`config.mk`:
```
export PLATFORM = sky130hd
export DESIGN_NAME = led_status_pattern_generator
export DESIGN_NICKNAME = d
export VERILOG_FILES = /design/src/rtl/core/lspg_pkg.sv /design/src/rtl/core/led_status_pattern_generator.sv /design/src/rtl/core/lspg_mod_const.sv /design/src/rtl/core/lspg_frame.sv
export SDC_FILE = /design/constraint.sdc
export NUM_CORES = 2
export LEC_CHECK = 0
export ABC_AREA = 0
export BUFFER_PORTS_ARGS = -buffer_cell sky130_fd_sc_hd__buf_2
export CAP_MARGIN = 20
export CORE_ASPECT_RATIO = 1.2
export CORE_MARGIN = 2
export CORE_UTILIZATION = 55
export CTS_CLUSTER_DIAMETER = 200
export DETAILED_ROUTE_END_ITERATION = 12
export MAX_ROUTING_LAYER = met4
export PLACE_DENSITY_LB_ADDON = 0.05
export SETUP_SLACK_MARGIN = 0.4
export SLEW_MARGIN = 15
export SYNTH_ARGS = -nofsm -noshare
export SYNTH_HDL_FRONTEND = slang
export SYNTH_SLANG_ARGS = --single-unit
```
`constraint.sdc`:
```
create_clock -name clk -period 20.6 [get_ports clk]
set_clock_uncertainty 0.2 [all_clocks]
set_input_delay 0 -clock clk [delete_from_list [all_inputs] [get_ports clk]]
set_output_delay 0 -clock clk [all_outputs]
set_load 0.02 [all_outputs]
```
`src/rtl/core/lspg_pkg.sv`:
```
package lspg_pkg;

    typedef enum logic [2:0] {
        MODE_SLEEP     = 3'd0,
        MODE_LISTENING = 3'd1,
        MODE_THINKING  = 3'd2,
        MODE_SPEAKING  = 3'd3,
        MODE_ERROR     = 3'd4,
        MODE_BOOT      = 3'd5
    } mode_t;

    // minimum spacing of accepted updates
    localparam logic [31:0] GAP_MS = 32'd40;

    // time bases
    localparam int unsigned THINK_STEP   = 90;
    localparam int unsigned BOOT_STEP    = 60;
    localparam int unsigned BLINK_PERIOD = 320;
    localparam int unsigned GLOW_PERIOD  = 4200;
    localparam int unsigned GLOW_HALF    = 2100;
    // 28 * up / 2100 == up / 75
    localparam int unsigned GLOW_DIV     = 75;
    localparam logic [5:0]  GLOW_BASE    = 6'd6;

    // reciprocal shifts for constant division
    localparam int unsigned MOD_SHIFT = 32;
    localparam int unsigned DIV_SHIFT = 24;

    localparam int unsigned COMET_LEN = 4;
    localparam logic [7:0] COMET_R [COMET_LEN] = '{8'd127, 8'd63, 8'd31, 8'd15};
    localparam logic [7:0] COMET_G [COMET_LEN] = '{8'd50, 8'd25, 8'd12, 8'd6};

    localparam logic [7:0] MUTE_R    = 8'd40;
    localparam logic [7:0] LISTEN_G  = 8'd60;
    localparam logic [7:0] LISTEN_B  = 8'd150;
    localparam logic [7:0] SPEAK_R   = 8'd255;
    localparam logic [7:0] SPEAK_G   = 8'd90;
    localparam logic [7:0] ERROR_R   = 8'd180;
    localparam logic [7:0] BOOT_G    = 8'd120;
    localparam logic [7:0] BOOT_B    = 8'd200;

    localparam logic [7:0] BRIGHTNESS_RESET = 8'd255;

    typedef struct packed {
        logic [2:0] mode;
        logic [7:0] audio_level;
        logic       server_online;
        logic       muted;
    } side_t;

    typedef struct packed {
        logic [2:0] mode;
        logic       muted;
        logic       server_online;
        logic       blink;
        logic [6:0] lit;
        logic [5:0] head;
        logic [5:0] boot_pos;
        logic [5:0] glow;
    } frame_cfg_t;

endpackage

```
`src/rtl/core/led_status_pattern_generator.sv`:
```
// LED status pattern generator.
// Request channel (req_valid/req_stall): one update word per handshake with
// mode, audio_level, server_online, muted and now_ms. A word arriving less
// than 40 ms (wrapping difference) after the last taken update yields
// nothing; otherwise it becomes one frame of PIXEL_COUNT pixel words on the
// pixel channel (pix_valid/pix_stall), index 0 first, frame_last on the end.
// Configuration: cfg_write_en/cfg_write_data set brightness, copied to level.
// Path: a request reaches the first pixel of its frame through the input
// register, six-stage constant modulo pipeline, parameter stage, frame
// config register with pixel counter, and pixel register. Throughput:
// requests that give no frame go at one per cycle unless the pipeline is
// held; frames leave at one pixel per cycle unless pix_stall holds them,
// and a frame holds the frame generator and the pipeline to its last pixel.
// Reset: last update time returns to 0 (so requests with now_ms below 40 are
// dropped), brightness to 255, all stages empty.
// Stall: pix_stall freezes the pixel register and, once the pipeline backs
// up, req_stall rises; nothing is dropped or repeated.
module led_status_pattern_generator #(
    parameter int PIXEL_COUNT = 12
) (
    input  logic        clk,
    input  logic        rst_n,
    input  logic        cfg_write_en,
    input  logic [7:0]  cfg_write_data,
    input  logic        req_valid,
    output logic        req_stall,
    input  logic [2:0]  mode,
    input  logic [7:0]  audio_level,
    input  logic        server_online,
    input  logic        muted,
    input  logic [31:0] now_ms,
    output logic        pix_valid,
    input  logic        pix_stall,
    output logic [5:0]  pixel_index,
    output logic [7:0]  red,
    output logic [7:0]  green,
    output logic [7:0]  blue,
    output logic [7:0]  level,
    output logic        frame_last
);
    import lspg_pkg::*;

    localparam int MOD_LAT = 6;
    localparam int unsigned K_THINK = THINK_STEP * PIXEL_COUNT;
    localparam int unsigned K_BOOT  = BOOT_STEP * PIXEL_COUNT;
    localparam int unsigned K_BLINK = 2 * BLINK_PERIOD;
    localparam int unsigned K_GLOW  = GLOW_PERIOD;
    localparam int RW_THINK = $clog2(K_THINK);
    localparam int RW_BOOT  = $clog2(K_BOOT);
    localparam int RW_BLINK = $clog2(K_BLINK);
    localparam int RW_GLOW  = $clog2(K_GLOW);
    localparam int PW = DIV_SHIFT + 8;
    localparam longint unsigned M_THINK = ((64'd1 << DIV_SHIFT) + THINK_STEP - 1) / THINK_STEP;
    localparam longint unsigned M_BOOT  = ((64'd1 << DIV_SHIFT) + BOOT_STEP - 1) / BOOT_STEP;
    localparam longint unsigned M_GLOW  = ((64'd1 << DIV_SHIFT) + GLOW_DIV - 1) / GLOW_DIV;
    localparam logic [9:0] COUNT10 = 10'(PIXEL_COUNT);

    logic [7:0]          brightness_reg;
    logic [31:0]         last_time_reg;
    logic                req_full_reg;
    side_t               req_reg;
    logic [31:0]         now_reg;
    logic [MOD_LAT-1:0]  valid_reg;
    side_t               side_reg [MOD_LAT];
    logic                g_valid_reg;
    frame_cfg_t          g_cfg_reg;

    logic                adv;
    logic                emit_ok;
    logic                frame_ready;
    logic [RW_THINK-1:0] r_think;
    logic [RW_BOOT-1:0]  r_boot;
    logic [RW_BLINK-1:0] r_blink;
    logic [RW_GLOW-1:0]  r_glow;
    logic [PW-1:0]       think_prod;
    logic [PW-1:0]       boot_prod;
    logic [PW-1:0]       glow_prod;
    logic [11:0]         glow_up;
    logic [9:0]          lit_raw;
    frame_cfg_t          g_cfg_next;

    assign adv       = !g_valid_reg || frame_ready;
    assign req_stall = req_full_reg && !adv;
    assign emit_ok   = req_full_reg && ((now_reg - last_time_reg) >= GAP_MS);

    always_ff @(posedge clk or negedge rst_n)
    begin
        if (!rst_n)
        begin
            brightness_reg <= BRIGHTNESS_RESET;
            last_time_reg  <= '0;
            req_full_reg   <= 1'b0;
            valid_reg      <= '0;
            g_valid_reg    <= 1'b0;
        end
        else
        begin
            if (cfg_write_en)
            begin
                brightness_reg <= cfg_write_data;
            end
            if (!req_full_reg || adv)
            begin
                req_full_reg <= req_valid;
            end
            if (adv)
            begin
                valid_reg   <= {valid_reg[MOD_LAT-2:0], emit_ok};
                g_valid_reg <= valid_reg[MOD_LAT-1];
                if (emit_ok)
                begin
                    last_time_reg <= now_reg;
                end
            end
        end
    end

    always_ff @(posedge clk)
    begin
        if (req_valid && !req_stall)
        begin
            req_reg <= '{mode: mode, audio_level: audio_level,
                         server_online: server_online, muted: muted};
            now_reg <= now_ms;
        end
        if (adv)
        begin
            side_reg[0] <= req_reg;
            for (int k = 1; k < MOD_LAT; k++)
            begin
                side_reg[k] <= side_reg[k-1];
            end
            g_cfg_reg <= g_cfg_next;
        end
    end

    lspg_mod_const #(.K(K_THINK)) u_mod_think (
        .clk     (clk),
        .en      (adv),
        .value   (now_reg),
        .residue (r_think)
    );

    lspg_mod_const #(.K(K_BOOT)) u_mod_boot (
        .clk     (clk),
        .en      (adv),
        .value   (now_reg),
        .residue (r_boot)
    );

    lspg_mod_const #(.K(K_BLINK)) u_mod_blink (
        .clk     (clk),
        .en      (adv),
        .value   (now_reg),
        .residue (r_blink)
    );

    lspg_mod_const #(.K(K_GLOW)) u_mod_glow (
        .clk     (clk),
        .en      (adv),
        .value   (now_reg),
        .residue (r_glow)
    );

    // frame parameters from the residues
    always_comb
    begin
        think_prod = PW'(r_think) * PW'(M_THINK);
        boot_prod  = PW'(r_boot) * PW'(M_BOOT);
        glow_up    = (r_glow < RW_GLOW'(GLOW_HALF)) ? 12'(r_glow)
                                                  : 12'(RW_GLOW'(GLOW_PERIOD) - r_glow);
        glow_prod  = PW'(glow_up) * PW'(M_GLOW);
        lit_raw    = 10'd2 + {1'b0, side_reg[MOD_LAT-1].audio_level, 1'b0};

        g_cfg_next.mode          = side_reg[MOD_LAT-1].mode;
        g_cfg_next.muted         = side_reg[MOD_LAT-1].muted;
        g_cfg_next.server_online = side_reg[MOD_LAT-1].server_online;
        g_cfg_next.blink         = (r_blink >= RW_BLINK'(BLINK_PERIOD));
        g_cfg_next.lit           = (lit_raw > COUNT10) ? 7'(PIXEL_COUNT) : lit_raw[6:0];
        g_cfg_next.head          = think_prod[DIV_SHIFT +: 6];
        g_cfg_next.boot_pos      = boot_prod[DIV_SHIFT +: 6];
        g_cfg_next.glow          = GLOW_BASE + glow_prod[DIV_SHIFT +: 6];
    end

    lspg_frame #(.PIXEL_COUNT(PIXEL_COUNT)) u_frame (
        .clk         (clk),
        .rst_n       (rst_n),
        .load_valid  (g_valid_reg),
        .load_ready  (frame_ready),
        .load_cfg    (g_cfg_reg),
        .brightness  (brightness_reg),
        .pix_valid   (pix_valid),
        .pix_stall   (pix_stall),
        .pixel_index (pixel_index),
        .red         (red),
        .green       (green),
        .blue        (blue),
        .level       (level),
        .frame_last  (frame_last)
    );

endmodule

```
`src/rtl/core/lspg_mod_const.sv`:
```
module lspg_mod_const #(
    parameter int unsigned K = 4200
) (
    input  logic                 clk,
    input  logic                 en,
    input  logic [31:0]          value,
    output logic [$clog2(K)-1:0] residue
);
    import lspg_pkg::*;

    localparam int RW = $clog2(K);
    localparam int XW = ((2 * RW > 16) ? 2 * RW : 16) + 1;
    localparam longint unsigned INV_L = (64'd1 << MOD_SHIFT) / K;
    localparam logic [31:0] INV = INV_L[31:0];
    localparam int unsigned C = 65536 % K;
    localparam logic [15:0] K16 = 16'(K);
    localparam logic [XW-1:0] KX = XW'(K);

    logic [47:0]      a_prod_reg;
    logic [15:0]      a_hi_reg;
    logic [15:0]      a_lo_reg;
    logic [15:0]      b_p_reg;
    logic [15:0]      b_hi_reg;
    logic [15:0]      b_lo_reg;
    logic [2*RW-1:0]  c_t_reg;
    logic [15:0]      c_lo_reg;
    logic [XW+31:0]   d_prod_reg;
    logic [XW-1:0]    d_x_reg;
    logic [XW-1:0]    e_p_reg;
    logic [XW-1:0]    e_x_reg;
    logic [RW-1:0]    f_r_reg;

    logic [15:0]      q1;
    logic [15:0]      hi_diff;
    logic [RW-1:0]    hi_res;
    logic [XW-1:0]    x_sum;
    logic [XW-1:0]    q2;
    logic [XW-1:0]    x_diff;

    always_comb
    begin
        q1      = a_prod_reg[47:32];
        hi_diff = b_hi_reg - b_p_reg;
        hi_res  = (hi_diff >= K16) ? RW'(hi_diff - K16) : RW'(hi_diff);
        x_sum   = XW'(c_t_reg) + XW'(c_lo_reg);
        q2      = d_prod_reg[XW+31:32];
        x_diff  = e_x_reg - e_p_reg;
    end

    always_ff @(posedge clk)
    begin
        if (en)
        begin
            // high half mod K
            a_prod_reg <= 48'(value[31:16]) * 48'(INV);
            a_hi_reg   <= value[31:16];
            a_lo_reg   <= value[15:0];
            b_p_reg    <= 16'(32'(q1) * 32'(K));
            b_hi_reg   <= a_hi_reg;
            b_lo_reg   <= a_lo_reg;
            // fold: (hi mod K) * (2^16 mod K) + lo
            c_t_reg    <= (2*RW)'(hi_res) * (2*RW)'(C);
            c_lo_reg   <= b_lo_reg;
            d_prod_reg <= (XW+32)'(x_sum) * (XW+32)'(INV);
            d_x_reg    <= x_sum;
            e_p_reg    <= XW'(q2 * KX);
            e_x_reg    <= d_x_reg;
            f_r_reg    <= (x_diff >= KX) ? RW'(x_diff - KX) : RW'(x_diff);
        end
    end

    assign residue = f_r_reg;

endmodule

```
`src/rtl/core/lspg_frame.sv`:
```
module lspg_frame #(
    parameter int PIXEL_COUNT = 12
) (
    input  logic                clk,
    input  logic                rst_n,
    input  logic                load_valid,
    output logic                load_ready,
    input  lspg_pkg::frame_cfg_t load_cfg,
    input  logic [7:0]          brightness,
    output logic                pix_valid,
    input  logic                pix_stall,
    output logic [5:0]          pixel_index,
    output logic [7:0]          red,
    output logic [7:0]          green,
    output logic [7:0]          blue,
    output logic [7:0]          level,
    output logic                frame_last
);
    import lspg_pkg::*;

    localparam logic [5:0] LAST_IDX = 6'(PIXEL_COUNT - 1);
    localparam logic [6:0] COUNT7   = 7'(PIXEL_COUNT);

    frame_cfg_t cfg_reg;
    logic       busy_reg;
    logic [5:0] cnt_reg;
    logic       pix_valid_reg;
    logic [5:0] index_reg;
    logic [7:0] red_reg;
    logic [7:0] green_reg;
    logic [7:0] blue_reg;
    logic [7:0] level_reg;
    logic       last_reg;

    logic       out_adv;
    logic       at_last;
    logic       emit;
    logic       load;
    logic [7:0] red_next;
    logic [7:0] green_next;
    logic [7:0] blue_next;
    logic [6:0] diff;
    logic [6:0] tail;
    logic       lit_here;
    logic [7:0] glow8;

    assign out_adv    = !pix_valid_reg || !pix_stall;
    assign at_last    = (cnt_reg == LAST_IDX);
    assign emit       = busy_reg && out_adv;
    assign load_ready = !busy_reg || (emit && at_last);
    assign load       = load_valid && load_ready;

    always_comb
    begin
        diff       = {1'b0, cfg_reg.head} - {1'b0, cnt_reg};
        tail       = diff[6] ? diff + COUNT7 : diff;
        lit_here   = ({1'b0, cnt_reg} < cfg_reg.lit);
        glow8      = {2'b00, cfg_reg.glow};
        red_next   = '0;
        green_next = '0;
        blue_next  = '0;
        unique case (cfg_reg.mode)
            MODE_SLEEP:
            begin
            end
            MODE_LISTENING:
            begin
                if (cfg_reg.muted)
                begin
                    red_next = MUTE_R;
                end
                else if (lit_here)
                begin
                    green_next = LISTEN_G;
                    blue_next  = LISTEN_B;
                end
            end
            MODE_THINKING:
            begin
                if (tail < 7'(COMET_LEN))
                begin
                    red_next   = COMET_R[tail[1:0]];
                    green_next = COMET_G[tail[1:0]];
                end
            end
            MODE_SPEAKING:
            begin
                if (lit_here)
                begin
                    red_next   = SPEAK_R;
                    green_next = SPEAK_G;
                end
            end
            MODE_ERROR:
            begin
                if (cfg_reg.blink)
                begin
                    red_next = ERROR_R;
                end
            end
            MODE_BOOT:
            begin
                if (cnt_reg == cfg_reg.boot_pos)
                begin
                    green_next = BOOT_G;
                    blue_next  = BOOT_B;
                end
            end
            default:
            begin
                // breathing glow
                if (cfg_reg.server_online)
                begin
                    green_next = glow8;
                    blue_next  = {glow8[6:0], 1'b0};
                end
                else
                begin
                    red_next   = {glow8[6:0], 1'b0};
                    green_next = {1'b0, glow8[7:1]};
                end
            end
        endcase
    end

    always_ff @(posedge clk or negedge rst_n)
    begin
        if (!rst_n)
        begin
            busy_reg      <= 1'b0;
            cnt_reg       <= '0;
            pix_valid_reg <= 1'b0;
        end
        else
        begin
            if (load)
            begin
                busy_reg <= 1'b1;
                cnt_reg  <= '0;
            end
            else if (emit)
            begin
                if (at_last)
                begin
                    busy_reg <= 1'b0;
                end
                else
                begin
                    cnt_reg <= cnt_reg + 6'd1;
                end
            end
            if (out_adv)
            begin
                pix_valid_reg <= emit;
            end
        end
    end

    always_ff @(posedge clk)
    begin
        if (load)
        begin
            cfg_reg <= load_cfg;
        end
        if (emit)
        begin
            index_reg <= cnt_reg;
            red_reg   <= red_next;
            green_reg <= green_next;
            blue_reg  <= blue_next;
            level_reg <= brightness;
            last_reg  <= at_last;
        end
    end

    assign pix_valid   = pix_valid_reg;
    assign pixel_index = index_reg;
    assign red         = red_reg;
    assign green       = green_reg;
    assign blue        = blue_reg;
    assign level       = level_reg;
    assign frame_last  = last_reg;

endmodule

```
==> impl_results.md <==
- Dpl ws: 9.85 ns
- CP max stage delay: 0.58 ns
- Fill cell count: 14578
- Hold Buf Count CTS: 123
- Worst path arrival time: 10.77 ns
- Critical Path RT: 20.87 ns
- Area growth syn-to-layout: 8.66%
- Crit path max fanout: 11
- CP startpoint: u_mod_glow.c_lo_reg[4]
- FMAX: 95.2 MHz
- Max FFs per register: 78
- Die area: 176000 µm²
- Slew margin rel.: 0.261
- Area of the mapped netlist: 95100 µm²
- Hpwl dp: 191000 µm
- Largest net degree at the start of global routing: 132
- Via count: 60656
- Hold Vio Cnt, Final: 0
- EDFF count, synth: 717
- Final setup violation count: 0
- Share of layout cells above drive strength 1: 0.0454
- Startpoint types: flip-flop
- Setup bufs post-CTS: 0
- Final Cycle Share: 0.510
- First drt pass iteration count: 6
- Synth Instances: 8695
- GRT Util Overall: 0.277
- Antenna viol nets, final: 0
- Clock transition at path regs: 0.06 ns
- CP Capture Type: flip-flop
- Most Frequent Cell on Critical Path: fa_1
- Worst slew pin tran: 1.10 ns
- # resized after CTS: 0
- Synthesis Warnings: 0
- Post-route minimum period: 10.50 ns
- DRC Markers: 0
- Synth Area in Simple Gates: 0.0530
- Post-DR wirelength/cell: 20.0 µm
- Final GP Congestion: 0.963
- Status: complete, no violations
- Via density: 5.32
- Post-synthesis compound-gate area fraction: 0.0714
- CTS tree: done
- Synth Area in XOR/XNOR: 0.0382
- Starting Density: 0.552
- Maxcap violations: 0
- Root buf cell: clkbuf_16
- Clock Sinks: 773
- #FFs+latches synth: 773
- Synth Area in Adders: 0.496
- First-pass GRT wire length: 363000 µm
- Cts bufs inserted: 90
- Post-synthesis mux area share: 0.00758
- CP Class: flip-flop to flip-flop
- Vias in the first global route: 66305
- IO Count: 99
- Cell variety after synth: 100
- Core area: 172000 µm²
- TNS Setup: 0 ns
- WL final: 228000 µm
- Post-synth ARST share: 0.0724
- Largest family of logic cells by synthesized area: adder cells
- Chip Height: 460 µm
- Core Rows: 167
- Worst Slack Setup Final: 10.10 ns
- Port Buffers: 96
- 1st-iter DRT viols: 2425
- Slowest CP cell: edfxtp_1
- CTS H-Tree Depth: 3
- Final nets: 12158
- RSZ-0062 raised after global routing: false
- Syn Area/Cell: 10.9 µm²
- Initial antenna violation count: 1
- Clk_lat worst skew: 0.73 ns
- Die X: 384 µm
- Max-slew violation count: 0
- Overflow after GRT: 0
- HP Class: flip-flop to flip-flop
- Clk buf depth: 3
- Hold path startpoint: side_reg[2][5]
- Sequential area share after synthesis: 0.241
- Top_reg_cell synth: edfxtp_1
- Worst flop-to-flop path startpoint: u_mod_glow.c_lo_reg[4]
[cells in the final DEF (no fill, tap or decap), types with 90 or more instances in the layout]
cell           count
edfxtp_1         717
inv_1           2295
xnor2_1          293
dlygate4sd3_1    122
nand2_1          224
a21o_1           146
clkbuf_16         90
fa_1            1204
nor2_1           296
ha_1            1844
xor2_1           121
buf_2             95
o21ai_0          180
a21oi_1          317
[cell type report]
| cell class | instances | area, µm² | area share |
|---|---|---|---|
| timing repair buffer | 292 | 2300 | 0.0223 |
| clock buffer | 110 | 2360 | 0.0228 |
| clock inverter | 57 | 813 | 0.00787 |
| multi-input combinational | 5598 | 63400 | 0.614 |
| inverter | 2297 | 8630 | 0.0835 |
| sequential | 773 | 22900 | 0.222 |
| tap | 2281 | 2850 | 0.0276 |
| antenna | 1 | 2.50 | 0.0000242 |
[through the flow]
| stage | cell area, µm² | hold slack [ns] | cells | util |
|---|---|---|---|---|
| 5_1_grt | 103000 | 0.222 | 11409 | 0.600 |
| 6_report | 103000 | 0.212 | 11409 | 0.600 |
| 3_5_place_dp | 98900 | -0.0290 | 11116 | 0.574 |
| 3_3_place_gp | 98900 | -0.0382 | 11116 | 0.574 |
| 2_1_floorplan | 95100 | -0.496 | 8699 | - |
| 4_1_cts | 103000 | 0.170 | 11406 | 0.600 |
[layer usage]
layer  vias up  GRT usage  wire length [µm]
met5         -          -                 0
met4         0      0.120             11500
met3       402     0.0214              5920
met2       920      0.500            120000
met1     30154      0.314             89900
li1      29180          -                 -
[logic make-up (layout without fill, tap and decap cells)]
group / after synthesis / count (layout)
AOI/OAI and AO/OA: 1041 / 1041
xor gates and xnor gates: 415 / 415
adders and majority gates: 3050 / 3050
buffers and inverters: 2328 / 2756
DFF: 773 / 773
muxes: 63 / 63
other: 1 / 6
and+or+nand+nor: 1024 / 1024
[synth_stat cells, drive strengths merged (9+ instances only)]
cell type | count | area, µm²
a31oi | 29 | 196
nor2 | 296 | 1110
xor2 | 121 | 1060
fa | 1204 | 24100
nand2b | 55 | 344
nor2b | 59 | 369
inv | 2295 | 8610
o21a | 58 | 435
a21o | 146 | 1100
o2111ai | 17 | 149
a211o | 10 | 87.6
clkbuf | 24 | 90.1
a21boi | 25 | 188
nand2 | 225 | 847
edfxtp | 717 | 21500
nor3 | 84 | 437
nand4 | 40 | 250
or2 | 21 | 131
and2 | 26 | 163
a2111oi | 13 | 134
nand3 | 82 | 410
and4 | 16 | 140
ha | 1844 | 23100
o41ai | 10 | 87.6
xnor2 | 294 | 2570
a211oi | 29 | 218
and3 | 35 | 219
nor4 | 17 | 113
o211ai | 24 | 185
a21oi | 323 | 1640
o21bai | 51 | 383
a31o | 9 | 78.8
nor3b | 9 | 67.6
o31ai | 27 | 213
or4 | 11 | 82.6
or3 | 29 | 191
mux2i | 33 | 330
mux2 | 30 | 390
o21ai | 186 | 938
dfrtp | 48 | 1200
[critical path, delay by kind of cell, from the launching register on]
family                   cells  cell delay (ns)
AO/OA/AOI/OAI               17             4.16
adder cells (fa/ha/maj)      9             4.01
flip-flops                   1             0.58
XOR/XNOR                     2             0.48
AND/OR/NAND/NOR              2             0.44
buffers and inverters        1             0.38
[final timing paths]
kind,to,slack (ns),cells after the start
worst max-delay path,u_mod_glow.d_prod_reg[46],10.10,31
worst min-delay path,side_reg[3][5],0.21,0
worst max register to register,u_mod_glow.d_prod_reg[46],10.10,31
worst min register to register,side_reg[3][5],0.21,0
max in group asynchronous,last_time_reg[26],19.61,4
min in group asynchronous,brightness_reg[4],0.24,3
Power is left out: the tool's default activity adds up to more than one toggle a clock period on the data nets, which glitch-free logic cannot reach.
